$ cat src/rtl/cctlf_pkg.sv
// ----------------------------------------------------------------------------
// cctlf_pkg
// Shared types and constants of the tunable-white LED fade controller:
// beat payloads, command codes, controller states and the control/status
// bundles between the controller and the datapath.
// ----------------------------------------------------------------------------
`default_nettype none

package cctlf_pkg;

  // Field and register widths
  localparam int CMD_W     = 2;
  localparam int VALUE_W   = 16;
  localparam int DUTY_W    = 10;
  localparam int UI_W      = 6;
  localparam int FS_W      = 14;
  localparam int CFG_W     = 14;
  localparam int CFG_IDX_W = 1;
  localparam int TICK_W    = 8;
  localparam int BRIGHT_W  = 7;
  localparam int TEMP_W    = 16;
  localparam int B10_W     = 10;
  localparam int DIV_DVW   = 15;
  localparam int PROD_W    = B10_W + DIV_DVW;

  // Register indexes on the configuration port
  localparam logic [CFG_IDX_W-1:0] REG_UPDATE_INTERVAL = 1'd0;
  localparam logic [CFG_IDX_W-1:0] REG_FLANK_STEPS     = 1'd1;

  // Register reset values
  localparam int UI_RESET = 1;
  localparam int FS_RESET = 20;

  // Brightness and mixing constants
  localparam int BRIGHT_MAX    = 100;
  localparam int BRIGHT_SCALE  = 10;
  localparam int PERMILLE_FULL = 1000;

  // Colour temperature range
  localparam int TEMP_LOW  = 153;
  localparam int TEMP_HIGH = 500;
  localparam int TEMP_MID  = (TEMP_HIGH + TEMP_LOW) / 2;
  localparam int TEMP_HALF = (TEMP_HIGH - TEMP_LOW) / 2;
  localparam bit HALF_POS  = (TEMP_HALF > 0);
  localparam int HALF_RND  = HALF_POS ? TEMP_HALF / 2 : 0;
  localparam int HALF_DIV  = HALF_POS ? TEMP_HALF : 1;

  typedef enum logic [CMD_W-1:0] {
    CMD_TICK   = 2'd0,
    CMD_ONOFF  = 2'd1,
    CMD_BRIGHT = 2'd2,
    CMD_TEMP   = 2'd3
  } cctlf_cmd_code_t;

  typedef struct packed {
    logic [CMD_W-1:0]   cmd;
    logic [VALUE_W-1:0] value;
  } cctlf_in_t;

  typedef struct packed {
    logic [DUTY_W-1:0] cold_permille;
    logic [DUTY_W-1:0] warm_permille;
  } cctlf_out_t;

  typedef enum logic [3:0] {
    ST_IDLE,
    ST_DECODE,
    ST_MIX,
    ST_SCL_GO,
    ST_SCL_WAIT,
    ST_CST_GO,
    ST_CST_WAIT,
    ST_WST_GO,
    ST_WST_WAIT,
    ST_EMIT
  } cctlf_state_t;

  typedef enum logic [1:0] {
    DSEL_SCALE,
    DSEL_COLD,
    DSEL_WARM
  } cctlf_dsel_t;

  // Controller to datapath commands
  typedef struct packed {
    logic        capture;
    logic        apply_set;
    logic        tick_reload;
    logic        tick_bump;
    logic        tick_clear;
    logic        mix;
    logic        div_start;
    cctlf_dsel_t dsel;
    logic        scl_load;
    logic        cst_load;
    logic        wst_load;
    logic        emit;
  } cctlf_ctl_t;

  // Datapath to controller status
  typedef struct packed {
    cctlf_cmd_code_t cmd_code;
    logic            at_target;
    logic            tick_due;
    logic            onoff_noop;
    logic            off_zero;
    logic            div_busy;
    logic            div_done;
    logic            out_free;
  } cctlf_sts_t;

endpackage

`default_nettype wire

$ cat src/rtl/cctlf_div.sv
// ----------------------------------------------------------------------------
// cctlf_div
// Unsigned restoring divider, two quotient bits per cycle. Pulses done for
// one cycle when the quotient is ready; the quotient holds until next start.
// ----------------------------------------------------------------------------
`default_nettype none

module cctlf_div
  import cctlf_pkg::*;
#(
  parameter int DW  = 34,
  parameter int DVW = 15
) (
  input  wire logic           clk,
  input  wire logic           rst_n,
  input  wire logic           start,
  input  wire logic [DW-1:0]  dividend,
  input  wire logic [DVW-1:0] divisor,
  output logic                busy,
  output logic                done,
  output logic [DW-1:0]       quotient
);

  localparam int STEPS = DW / 2;
  localparam int CNT_W = $clog2(STEPS + 1);

  logic [DW-1:0]    quo_r, quo_nxt;
  logic [DVW-1:0]   rem_r, rem_nxt;
  logic [DVW-1:0]   dvs_r;
  logic [CNT_W-1:0] cnt_r;
  logic             busy_r, done_r;

  // Two restoring steps per cycle
  always_comb begin
    logic [DVW:0] trial;
    quo_nxt = quo_r;
    rem_nxt = rem_r;
    for (int i = 0; i < 2; i++) begin
      trial   = {rem_nxt, quo_nxt[DW-1]};
      quo_nxt = {quo_nxt[DW-2:0], 1'b0};
      if (trial >= {1'b0, dvs_r}) begin
        rem_nxt    = DVW'(trial - {1'b0, dvs_r});
        quo_nxt[0] = 1'b1;
      end else begin
        rem_nxt = trial[DVW-1:0];
      end
    end
  end

  // Hold operands and partial results
  always_ff @(posedge clk) begin
    if (start) begin
      quo_r <= dividend;
      rem_r <= '0;
      dvs_r <= divisor;
    end else if (busy_r) begin
      quo_r <= quo_nxt;
      rem_r <= rem_nxt;
    end
  end

  // Count iterations and flag completion
  always_ff @(posedge clk) begin
    if (!rst_n) begin
      busy_r <= 1'b0;
      done_r <= 1'b0;
      cnt_r  <= '0;
    end else begin
      done_r <= 1'b0;
      if (start) begin
        busy_r <= 1'b1;
        cnt_r  <= CNT_W'(STEPS);
      end else if (busy_r) begin
        cnt_r <= cnt_r - CNT_W'(1);
        if (cnt_r == CNT_W'(1)) begin
          busy_r <= 1'b0;
          done_r <= 1'b1;
        end
      end
    end
  end

  assign busy     = busy_r;
  assign done     = done_r;
  assign quotient = quo_r;

endmodule

`default_nettype wire

$ cat src/rtl/cctlf_dp.sv
// ----------------------------------------------------------------------------
// cctlf_dp
// Datapath: configuration, brightness and temperature state, target mixing,
// step computation on the shared divider, fade stepping and result register.
// ----------------------------------------------------------------------------
`default_nettype none

module cctlf_dp
  import cctlf_pkg::*;
#(
  parameter int FRAC_BITS = 8
) (
  input  wire logic                 clk,
  input  wire logic                 rst_n,
  input  wire logic                 cfg_we,
  input  wire logic [CFG_IDX_W-1:0] cfg_index,
  input  wire logic [CFG_W-1:0]     cfg_wdata,
  input  wire cctlf_in_t            in_data,
  input  wire logic                 out_ready,
  output logic                      out_valid,
  output cctlf_out_t                out_data,
  input  wire cctlf_ctl_t           ctl,
  output cctlf_sts_t                sts
);

  localparam int VW       = 11 + FRAC_BITS;
  localparam int DFW      = VW + 1;
  localparam int DIV_W    = 26 + FRAC_BITS + (FRAC_BITS % 2);
  localparam int HALF_LSB = 1 << (FRAC_BITS - 1);
  localparam int FULL_Q   = PERMILLE_FULL << FRAC_BITS;
  localparam logic signed [VW-1:0] FULL_V = VW'(FULL_Q);

  // Configuration and item registers
  logic [UI_W-1:0]     ui_r;
  logic [FS_W-1:0]     fs_r;
  cctlf_in_t           item_r;

  // Control state
  logic [TICK_W-1:0]   tick_r;
  logic [BRIGHT_W-1:0] bright_r, last_on_r;
  logic [TEMP_W-1:0]   temp_r;
  logic signed [VW-1:0] cold_now_r, warm_now_r, cold_tgt_r, warm_tgt_r;
  logic signed [VW-1:0] cold_step_r, warm_step_r;
  logic                out_valid_r;

  // Working registers
  logic signed [VW-1:0] new_c_r, new_w_r;
  logic [PROD_W-1:0]    prod_r;
  cctlf_out_t           out_data_r;

  // Combinational terms
  logic [UI_W-1:0]      ui_eff;
  logic [FS_W-1:0]      fs_eff;
  logic [TICK_W-1:0]    tick_inc;
  logic [BRIGHT_W-1:0]  bright_set;
  logic [TEMP_W-1:0]    temp_hi, temp_set;
  logic signed [17:0]   off;
  logic [16:0]          abs_off;
  logic                 off_zero, off_pos;
  logic [DIV_DVW-1:0]   num;
  logic [B10_W-1:0]     b10;
  logic signed [VW-1:0] full;
  logic [PROD_W-1:0]    prod;
  logic signed [DFW-1:0] diff_c, diff_w;
  logic [VW-1:0]        mag_c, mag_w;
  logic [DIV_W-1:0]     div_dividend, div_quo;
  logic [DIV_DVW-1:0]   div_divisor;
  logic                 div_busy, div_done;
  logic [VW-1:0]        quo_v;
  logic signed [VW-1:0] adv_c, adv_w;
  logic                 out_free;

  // Move one step toward target without overshoot
  function automatic logic signed [VW-1:0] adv(input logic signed [VW-1:0] now,
                                               input logic signed [VW-1:0] tgt,
                                               input logic signed [VW-1:0] stp);
    logic signed [DFW-1:0] gap;
    logic signed [DFW-1:0] sum;
    logic signed [VW-1:0]  res;
    gap = DFW'(tgt) - DFW'(now);
    sum = DFW'(now) + DFW'(stp);
    if (stp > 0) begin
      res = (gap > DFW'(stp)) ? sum[VW-1:0] : tgt;
    end else if (stp < 0) begin
      res = (gap < DFW'(stp)) ? sum[VW-1:0] : tgt;
    end else begin
      res = now;
    end
    return res;
  endfunction

  // Round a fixed-point value to whole permille
  function automatic logic [DUTY_W-1:0] duty(input logic signed [VW-1:0] v);
    logic [VW-1:0] sum;
    sum = VW'($unsigned(v)) + VW'(HALF_LSB);
    return v[VW-1] ? '0 : sum[FRAC_BITS +: DUTY_W];
  endfunction

  // Signed step from rounded quotient; never zero for a nonzero difference
  function automatic logic signed [VW-1:0] mk_step(input logic signed [DFW-1:0] diff,
                                                   input logic [VW-1:0] q);
    logic [VW-1:0] qs;
    qs = (q == '0 && diff != '0) ? VW'(1) : q;
    return diff[DFW-1] ? -qs : qs;
  endfunction

  // Tick bookkeeping terms
  assign ui_eff   = (ui_r == '0) ? UI_W'(1) : ui_r;
  assign fs_eff   = (fs_r == '0) ? FS_W'(1) : fs_r;
  assign tick_inc = tick_r + TICK_W'(1);

  // Clamp incoming brightness and temperature
  assign temp_hi  = (item_r.value > TEMP_W'(TEMP_HIGH)) ? TEMP_W'(TEMP_HIGH) : item_r.value;
  assign temp_set = (temp_hi < TEMP_W'(TEMP_LOW)) ? TEMP_W'(TEMP_LOW) : temp_hi;

  always_comb begin
    unique case (cctlf_cmd_code_t'(item_r.cmd))
      CMD_ONOFF:  bright_set = item_r.value[0] ? last_on_r : '0;
      CMD_BRIGHT: bright_set = (item_r.value > VALUE_W'(BRIGHT_MAX)) ?
                               BRIGHT_W'(BRIGHT_MAX) : item_r.value[BRIGHT_W-1:0];
      default:    bright_set = bright_r;
    endcase
  end

  // Mix: offset from midpoint, scale numerator, full-scale target
  assign off      = $signed({2'b00, temp_r}) - 18'(TEMP_MID);
  assign abs_off  = off[17] ? 17'(-off) : off[16:0];
  assign off_zero = (off == '0);
  assign off_pos  = !off[17] && !off_zero;
  assign num      = (HALF_POS && abs_off < 17'(HALF_DIV)) ?
                    DIV_DVW'(17'(HALF_DIV) - abs_off) : '0;
  assign b10      = B10_W'({3'b000, bright_r} * B10_W'(BRIGHT_SCALE));
  assign full     = VW'({b10, {FRAC_BITS{1'b0}}});
  assign prod     = PROD_W'(b10 * num);

  // Step differences against current targets
  assign diff_c = DFW'(new_c_r) - DFW'(cold_tgt_r);
  assign diff_w = DFW'(new_w_r) - DFW'(warm_tgt_r);
  assign mag_c  = diff_c[DFW-1] ? VW'(-diff_c) : diff_c[VW-1:0];
  assign mag_w  = diff_w[DFW-1] ? VW'(-diff_w) : diff_w[VW-1:0];

  // Select divider operands
  always_comb begin
    unique case (ctl.dsel)
      DSEL_SCALE: begin
        div_dividend = DIV_W'({prod_r, {FRAC_BITS{1'b0}}}) + DIV_W'(HALF_RND);
        div_divisor  = DIV_DVW'(HALF_DIV);
      end
      DSEL_WARM: begin
        div_dividend = DIV_W'(mag_w) + DIV_W'(fs_eff >> 1);
        div_divisor  = DIV_DVW'(fs_eff);
      end
      default: begin
        div_dividend = DIV_W'(mag_c) + DIV_W'(fs_eff >> 1);
        div_divisor  = DIV_DVW'(fs_eff);
      end
    endcase
  end

  cctlf_div #(
    .DW  (DIV_W),
    .DVW (DIV_DVW)
  ) u_div (
    .clk      (clk),
    .rst_n    (rst_n),
    .start    (ctl.div_start),
    .dividend (div_dividend),
    .divisor  (div_divisor),
    .busy     (div_busy),
    .done     (div_done),
    .quotient (div_quo)
  );

  assign quo_v = div_quo[VW-1:0];

  // Fade step candidates
  assign adv_c    = adv(cold_now_r, cold_tgt_r, cold_step_r);
  assign adv_w    = adv(warm_now_r, warm_tgt_r, warm_step_r);
  assign out_free = !out_valid_r || out_ready;

  // Configuration registers
  always_ff @(posedge clk) begin
    if (!rst_n) begin
      ui_r <= UI_W'(UI_RESET);
      fs_r <= FS_W'(FS_RESET);
    end else if (cfg_we) begin
      unique case (cfg_index)
        REG_UPDATE_INTERVAL: ui_r <= cfg_wdata[UI_W-1:0];
        REG_FLANK_STEPS:     fs_r <= cfg_wdata[FS_W-1:0];
      endcase
    end
  end

  // Control state: tick, brightness, temperature, fade, result valid
  always_ff @(posedge clk) begin
    if (!rst_n) begin
      tick_r      <= TICK_W'(UI_RESET);
      bright_r    <= '0;
      last_on_r   <= BRIGHT_W'(BRIGHT_MAX);
      temp_r      <= TEMP_W'(TEMP_MID);
      cold_now_r  <= '0;
      warm_now_r  <= '0;
      cold_tgt_r  <= '0;
      warm_tgt_r  <= '0;
      cold_step_r <= '0;
      warm_step_r <= '0;
      out_valid_r <= 1'b0;
    end else begin
      if (ctl.tick_reload) tick_r <= TICK_W'(ui_eff);
      if (ctl.tick_bump)   tick_r <= tick_inc;
      if (ctl.tick_clear)  tick_r <= '0;
      if (ctl.apply_set) begin
        if (cctlf_cmd_code_t'(item_r.cmd) == CMD_TEMP) begin
          temp_r <= temp_set;
        end else begin
          bright_r <= bright_set;
        end
      end
      if (ctl.mix && bright_r != '0) last_on_r <= bright_r;
      if (ctl.cst_load) begin
        cold_step_r <= mk_step(diff_c, quo_v);
        cold_tgt_r  <= new_c_r;
      end
      if (ctl.wst_load) begin
        warm_step_r <= mk_step(diff_w, quo_v);
        warm_tgt_r  <= new_w_r;
      end
      if (ctl.emit) begin
        cold_now_r  <= adv_c;
        warm_now_r  <= adv_w;
        out_valid_r <= 1'b1;
      end else if (out_ready) begin
        out_valid_r <= 1'b0;
      end
    end
  end

  // Payload registers: captured item, mixed targets, product, result beat
  always_ff @(posedge clk) begin
    if (ctl.capture) item_r <= in_data;
    if (ctl.mix) begin
      // Drop the scaled channel when there is no half range to scale over
      new_c_r <= (!off_zero && !HALF_POS && off_pos) ? '0 : full;
      new_w_r <= (!off_zero && !HALF_POS && !off_pos) ? '0 : full;
      prod_r  <= prod;
    end
    if (ctl.scl_load) begin
      if (off_pos) new_c_r <= quo_v;
      else         new_w_r <= quo_v;
    end
    if (ctl.emit) begin
      out_data_r.cold_permille <= duty(adv_c);
      out_data_r.warm_permille <= duty(adv_w);
    end
  end

  // Status to controller
  always_comb begin
    sts.cmd_code   = cctlf_cmd_code_t'(item_r.cmd);
    sts.at_target  = (cold_now_r == cold_tgt_r) && (warm_now_r == warm_tgt_r);
    sts.tick_due   = (tick_inc >= TICK_W'(ui_eff));
    sts.onoff_noop = item_r.value[0] ? (bright_r != '0) : (bright_r == '0);
    sts.off_zero   = off_zero;
    sts.div_busy   = div_busy;
    sts.div_done   = div_done;
    sts.out_free   = out_free;
  end

  assign out_valid = out_valid_r;
  assign out_data  = out_data_r;

  // A fade step always leaves a result beat pending
  a_emit_valid: assert property (@(posedge clk) disable iff (!rst_n)
    ctl.emit |=> out_valid_r)
    else $error("result beat not raised after fade step");

  // Current values stay within full scale
  a_now_range: assert property (@(posedge clk) disable iff (!rst_n)
    (cold_now_r <= FULL_V) && (warm_now_r <= FULL_V) &&
    (cold_now_r >= 0) && (warm_now_r >= 0))
    else $error("channel value outside full scale");

endmodule

`default_nettype wire

$ cat src/rtl/cctlf_ctrl.sv
// ----------------------------------------------------------------------------
// cctlf_ctrl
// Controller: accepts one beat at a time, decodes the command and sequences
// the datapath through mixing, divider runs and fade steps.
// ----------------------------------------------------------------------------
`default_nettype none

module cctlf_ctrl
  import cctlf_pkg::*;
(
  input  wire logic       clk,
  input  wire logic       rst_n,
  input  wire logic       in_valid,
  output logic            in_ready,
  input  wire cctlf_sts_t sts,
  output cctlf_ctl_t      ctl
);

  cctlf_state_t state_r, state_nxt;

  // State register
  always_ff @(posedge clk) begin
    if (!rst_n) begin
      state_r <= ST_IDLE;
    end else begin
      state_r <= state_nxt;
    end
  end

  // Next state and commands
  always_comb begin
    state_nxt = state_r;
    ctl       = '0;
    ctl.dsel  = DSEL_COLD;
    in_ready  = 1'b0;
    unique case (state_r)
      ST_IDLE: begin
        in_ready = 1'b1;
        if (in_valid) begin
          ctl.capture = 1'b1;
          state_nxt   = ST_DECODE;
        end
      end
      ST_DECODE: begin
        unique case (sts.cmd_code) inside
          CMD_TICK: begin
            if (sts.at_target) begin
              ctl.tick_reload = 1'b1;
              state_nxt       = ST_IDLE;
            end else if (sts.tick_due) begin
              ctl.tick_clear = 1'b1;
              state_nxt      = ST_EMIT;
            end else begin
              ctl.tick_bump = 1'b1;
              state_nxt     = ST_IDLE;
            end
          end
          CMD_ONOFF: begin
            if (sts.onoff_noop) begin
              state_nxt = ST_IDLE;
            end else begin
              ctl.apply_set = 1'b1;
              state_nxt     = ST_MIX;
            end
          end
          CMD_BRIGHT, CMD_TEMP: begin
            ctl.apply_set = 1'b1;
            state_nxt     = ST_MIX;
          end
          default: state_nxt = ST_IDLE;
        endcase
      end
      ST_MIX: begin
        ctl.mix   = 1'b1;
        state_nxt = (sts.off_zero || !HALF_POS) ? ST_CST_GO : ST_SCL_GO;
      end
      ST_SCL_GO: begin
        ctl.div_start = 1'b1;
        ctl.dsel      = DSEL_SCALE;
        state_nxt     = ST_SCL_WAIT;
      end
      ST_SCL_WAIT: begin
        ctl.dsel = DSEL_SCALE;
        if (sts.div_done) begin
          ctl.scl_load = 1'b1;
          state_nxt    = ST_CST_GO;
        end
      end
      ST_CST_GO: begin
        ctl.div_start = 1'b1;
        ctl.dsel      = DSEL_COLD;
        state_nxt     = ST_CST_WAIT;
      end
      ST_CST_WAIT: begin
        ctl.dsel = DSEL_COLD;
        if (sts.div_done) begin
          ctl.cst_load = 1'b1;
          state_nxt    = ST_WST_GO;
        end
      end
      ST_WST_GO: begin
        ctl.div_start = 1'b1;
        ctl.dsel      = DSEL_WARM;
        state_nxt     = ST_WST_WAIT;
      end
      ST_WST_WAIT: begin
        ctl.dsel = DSEL_WARM;
        if (sts.div_done) begin
          ctl.wst_load = 1'b1;
          state_nxt    = ST_IDLE;
        end
      end
      ST_EMIT: begin
        if (sts.out_free) begin
          ctl.emit  = 1'b1;
          state_nxt = ST_IDLE;
        end
      end
      default: state_nxt = ST_IDLE;
    endcase
  end

  // Divider is never left running when a new beat can enter
  a_idle_div: assert property (@(posedge clk) disable iff (!rst_n)
    (state_r == ST_IDLE) |-> !sts.div_busy)
    else $error("divider busy while idle");

  // Fade step only into a free result slot
  a_emit_free: assert property (@(posedge clk) disable iff (!rst_n)
    ctl.emit |-> sts.out_free)
    else $error("fade step would overwrite pending result");

  // Divider completion only seen while waiting on it
  a_done_wait: assert property (@(posedge clk) disable iff (!rst_n)
    sts.div_done |-> (state_r == ST_SCL_WAIT || state_r == ST_CST_WAIT ||
                      state_r == ST_WST_WAIT))
    else $error("divider result arrived outside a wait state");

endmodule

`default_nettype wire

$ cat src/rtl/cct_led_fade_controller_top.sv
// ----------------------------------------------------------------------------
// cct_led_fade_controller_top
// Tunable-white LED dimmer with linear fade between brightness/temperature
// settings.
//
// Input channel (in_valid/in_ready/in_data) takes one command beat: a timer
// tick, on/off, brightness percent or colour temperature. Result channel
// (out_valid/out_ready/out_data) carries the rounded cold and warm duties in
// permille, one beat per fade step only. The cfg_ port writes
// update_interval (index 0) and flank_steps (index 1). Beats are taken one
// at a time. A set command runs the shared divider (two quotient bits per
// cycle) up to three times: one scale division, skipped when the
// temperature sits at the midpoint, and two step divisions.
// The result register parts the two channels: new beats are accepted while
// a result waits; a tick that needs a fade step waits only if the previous
// result is still untaken. Reset (rst_n low, synchronous) restores the
// register defaults, dark outputs, midpoint temperature and full last-on
// brightness; no result is pending after reset.
// ----------------------------------------------------------------------------
`default_nettype none

module cct_led_fade_controller_top
  import cctlf_pkg::*;
#(
  parameter int FRAC_BITS = 8
) (
  input  wire logic                 clk,
  input  wire logic                 rst_n,
  input  wire logic                 in_valid,
  output logic                      in_ready,
  input  wire cctlf_in_t            in_data,
  output logic                      out_valid,
  input  wire logic                 out_ready,
  output cctlf_out_t                out_data,
  input  wire logic                 cfg_we,
  input  wire logic [CFG_IDX_W-1:0] cfg_index,
  input  wire logic [CFG_W-1:0]     cfg_wdata
);

  cctlf_ctl_t ctl;
  cctlf_sts_t sts;

  // Sequencer
  cctlf_ctrl u_ctrl (
    .clk      (clk),
    .rst_n    (rst_n),
    .in_valid (in_valid),
    .in_ready (in_ready),
    .sts      (sts),
    .ctl      (ctl)
  );

  // State, arithmetic and result register
  cctlf_dp #(
    .FRAC_BITS (FRAC_BITS)
  ) u_dp (
    .clk       (clk),
    .rst_n     (rst_n),
    .cfg_we    (cfg_we),
    .cfg_index (cfg_index),
    .cfg_wdata (cfg_wdata),
    .in_data   (in_data),
    .out_ready (out_ready),
    .out_valid (out_valid),
    .out_data  (out_data),
    .ctl       (ctl),
    .sts       (sts)
  );

endmodule

`default_nettype wire

$ cat config.mk
export PLATFORM = sky130hd
export DESIGN_NAME = cct_led_fade_controller_top
export DESIGN_NICKNAME = d
export VERILOG_FILES = /design/src/rtl/cctlf_pkg.sv /design/src/rtl/cctlf_div.sv /design/src/rtl/cctlf_dp.sv /design/src/rtl/cctlf_ctrl.sv /design/src/rtl/cct_led_fade_controller_top.sv
export SDC_FILE = /design/constraint.sdc
export NUM_CORES = 2
export LEC_CHECK = 0
export ABC_AREA = 1
export BUFFER_PORTS_ARGS = -buffer_cell sky130_fd_sc_hd__clkbuf_2
export CORE_MARGIN = 4
export CORE_UTILIZATION = 60
export DETAILED_ROUTE_END_ITERATION = 12
export PLACE_DENSITY = 0.77
export SLEW_MARGIN = 5
export SYNTH_ARGS = -nofsm -noshare
export SYNTH_HDL_FRONTEND = slang
export SYNTH_SLANG_ARGS = --single-unit
$ cat constraint.sdc
create_clock -name clk -period 7.8 [get_ports clk]
set_input_delay 1.17 -clock clk [delete_from_list [all_inputs] [get_ports clk]]
set_output_delay 1.17 -clock clk [all_outputs]
set_load 0.01 [all_outputs]
==> results by group <==
Status
  – Status: finished, final reports clean

Clock network
  – CTS tree: yes
  – Num CTS Buffers: 41
  – Clock buffer depth: 3
  – Clk root buf: clkbuf_16
  – Clock Latency Late Sink: 0.58 ns
  – H-tree depth: 2
  – Clock transition at path regs: 0.06 ns
  – # clock sinks: 347

Logic synthesis
  – Syn_area_per_cell: 6.88 sq um
  – Yosys reg bits: 347
  – Mapped Area: 31100 sq um
  – Synthesized net count: 4927
  – Synth unique cells: 60
  – Mapped Cells: 4515
  – Post-synth top flop: dfxtp_1
  – Seq/Total Area, Yosys: 25.9%
  – Post-synth EDFFs: 110
  – Async SR Flop Fraction: 0%
  – Syn. warnings: 0

Critical path
  – Slowest-stage cell, CP: fa_1
  – CP Class: reg -> reg
  – Setup crit start: u_dp.temp_r[2]$_SDFFE_PN1P_
  – R2R setup slack: 0.51 ns
  – Cell mode on critical path: inv_1
  – Worst r2r path cells: 39
  – Required @ worst endpoint: 8.10 ns
  – CP endpoint kind: flop
  – Worst Path Max Fanout: 10
  – Crit-path max cell delay: 0.55 ns
  – Critical path endpoint: u_dp.prod_r[24]$_DFFE_PP_
  – Startpoint Class: flop
  – FF-to-FF Start: u_dp.temp_r[2]$_SDFFE_PN1P_
  – Critical R2R Capture: u_dp.prod_r[24]$_DFFE_PP_
  – WP data arrival: 7.60 ns

Global route
  – GR Util All Layers: 31.4%
  – First-pass GRT wire length: 143000 microns
  – Largest net degree at the start of global routing: 93
  – Grt total ovfl: 0
  – Vias in the first global route: 27300
  – Antenna violations before repair: 0

Layout
  – Synth-to-layout area growth: 7.53%
  – Fill cells: 4752
  – Antenna Cells: 0
  – Layout Nets: 4942
  – Most common cell after layout, fill and taps aside: nand2_1
  – Ratio of cells with drive above 1 in the final layout: 5.11%
  – Most frequent cells in the layout: nand2_1 (952), inv_1 (735), nand3_1 (375)

STA
  – Max Freq: 137 MHz
  – Final worst setup slack: 0.507 ns
  – RSZ-0062 raised after global routing: yes
  – Final Max Tran Viols: 0
  – Total negative slack: 0 ns
  – Clock Skews: 0.0304 ns
  – Min Clock Period, post-route: 7.29 ns
  – Setup Viol. Count Final: 0
  – Tightest Pin Transition: 1.20 ns
  – Slew margin rel.: 19.5%
  – Hold Vio Cnt, Final: 0
  – Ratio of final minimum period to clock period: 93.5%

Drt
  – Starting DRT DRC Count: 3030
  – Routed WL per cell: 17.3 microns
  – Vias per cell: 5.71
  – Detail Route Antenna Nets: 0
  – Routed vias: 29900
  – WL final: 90500 microns
  – Pre-antenna DRT Iters: 7
  – DRC: 0

Floorplanning
  – IO Pins: 60
  – Row Count: 83
  – Initial Util: 60.6%
  – Die height: 236 microns
  – Die ar.: 55500 sq um
  – Die width: 236 microns
  – Core Footprint: 51300 sq um

Place
  – Post-Place Worst Slack: -0.0732 ns
  – RD Place Congestion: 0.971
  – Port bufs: 59
  – Detailed Place HPWL: 71900 microns

Power and ir drop
  – PwrDens: 300 nW/um^2
  – Max VDD drop: 229 uV
  – Pleak: 16.9 nW
  – Total power: 0.0100 W

Flow run
  – Max cap viols: 0

Hold path
  – Hold WC Path Type: reg -> reg
-- per-layer routing --
metal	global-route usage (%)	up-vias	wire, microns	share of wire [%]
met2	51.5	1144	41100	45
li1	-	14900	-	-
met4	9.45	0	2880	3.2
met5	0	-	0	0
met1	43.9	13700	39600	44
met3	3.60	183	6920	7.6
-- layout make-up --
cell class                 instances  area (sq um)  share of cell area (%)
timing repair buffer              98           594                    1.78
clock buffer                      50          1150                    3.45
multi-input combinational       3289         19800                    59.1
clock inverter                    24           198                   0.591
inverter                         753          2830                    8.46
tap                              680           851                    2.55
sequential                       347          8050                    24.1
-- critical path, delay by kind of cell, from the launching register on --
kind / cells / cell delay [ns]
AOI/OAI and AO/OA: 8 / 1.14
xor gates and xnor gates: 1 / 0.15
DFF: 1 / 0.40
and+or+nand+nor: 16 / 2.08
buffers and inverters: 8 / 0.70
adders and majority gates: 6 / 2.56
-- power by group --
group	total (W)	internal, W	switching, W	leakage (nW)
logic	0.00591	0.00195	0.00397	13.3
clock network	0.00193	0.00110	0.000831	0.643
registers	0.00220	0.00204	0.000153	2.93
-- per-stage QoR --
step / util (%) / instance area, sq um / hold WS, ns / std cells
2_1_floorplan: - / 31100 / 0.430 / 4515
3_3_place_gp: 62.4 / 32000 / 0.451 / 5162
3_5_place_dp: 62.4 / 32000 / 0.459 / 5162
4_1_cts: 65.1 / 33400 / 0.467 / 5239
5_1_grt: 65.2 / 33400 / 0.494 / 5241
6_report: 65.2 / 33400 / 0.466 / 5241
-- how the worst min path moves through the flow --
stage                                             to                              from  slack (ns)  cells after the start
floorplan                  u_dp.ui_r[0]$_SDFFE_PN1P_         u_dp.ui_r[0]$_SDFFE_PN1P_        0.43                      2
global placement    u_dp.u_div.cnt_r[1]$_SDFFE_PP0P_  u_dp.u_div.cnt_r[1]$_SDFFE_PP0P_        0.45                      2
detailed placement    u_dp.last_on_r[4]$_SDFFE_PN0P_    u_dp.last_on_r[4]$_SDFFE_PN0P_        0.46                      2
CTS                 u_dp.u_div.cnt_r[1]$_SDFFE_PP0P_  u_dp.u_div.cnt_r[1]$_SDFFE_PP0P_        0.47                      2
global route          u_dp.last_on_r[1]$_SDFFE_PN0P_    u_dp.last_on_r[1]$_SDFFE_PN0P_        0.49                      2
finish              u_dp.u_div.cnt_r[1]$_SDFFE_PP0P_  u_dp.u_div.cnt_r[1]$_SDFFE_PP0P_        0.47                      2
-- Yosys cell counts, types with 9 or more instances --
cell / count / area share (%)
a211oi_1: 14 / 0.34
a221oi_1: 9 / 0.25
nor4_1: 11 / 0.22
edfxtp_1: 110 / 11
xor2_1: 115 / 3.2
fa_1: 102 / 6.6
a21oi_1: 372 / 6.0
a21o_1: 11 / 0.27
dfxtp_1: 237 / 15
nand4_1: 60 / 1.2
inv_1: 737 / 8.9
ha_1: 272 / 11
nand3b_1: 15 / 0.36
o22ai_1: 17 / 0.34
nand2_2: 15 / 0.30
a21boi_0: 9 / 0.22
clkbuf_1: 109 / 1.3
xnor2_1: 55 / 1.5
or2_2: 13 / 0.26
o211ai_1: 25 / 0.60
o21bai_1: 15 / 0.36
nand3_1: 375 / 6.0
nor2_1: 372 / 4.5
nor3_1: 54 / 0.87
o221ai_1: 14 / 0.39
a31oi_1: 25 / 0.50
o21ai_0: 307 / 4.9
nand2_1: 952 / 11
-- flip-flops by register name, indices dropped and copies added, names as in the netlist, 6 cells and up --
signal / flops
u_dp.cold_tgt_r: 19
u_dp.bright_r: 7
u_dp.new_w_r: 19
u_dp.fs_r: 14
u_dp.warm_now_r: 19
u_dp.out_data: 20
u_dp.new_c_r: 19
u_dp.u_div.dvs_r: 14
u_dp.warm_tgt_r: 19
u_dp.item_r: 16
u_dp.temp_r: 16
u_dp.warm_step_r: 19
u_dp.last_on_r: 7
u_dp.cold_now_r: 19
u_dp.tick_r: 8
u_dp.u_div.rem_r: 15
u_dp.cold_step_r: 19
u_dp.u_div.quotient: 34
u_dp.prod_r: 24
u_dp.ui_r: 6
-- what timing repair did --
item                                    4_1_cts  5_1_grt
buffers inserted                              3        2
pin swaps                                     1        3
hold buffers                                  0        0
gates resized for setup                       0       12
endpoints found under the setup margin        2        8
-- logic make-up after synthesis --
kind of cell             count (synthesis)  synth area share [%]
AO/OA/AOI/OAI                          855                  15.2
multiplexers                             1                0.0322
AND/OR/NAND/NOR                       1886                  25.7
flip-flops                             347                  25.9
XOR/XNOR                               173                  4.95
buffers and inverters                  879                  10.7
adder cells (fa/ha/maj)                374                  17.5
No activity file was read; power rests on OpenSTA's default activity.
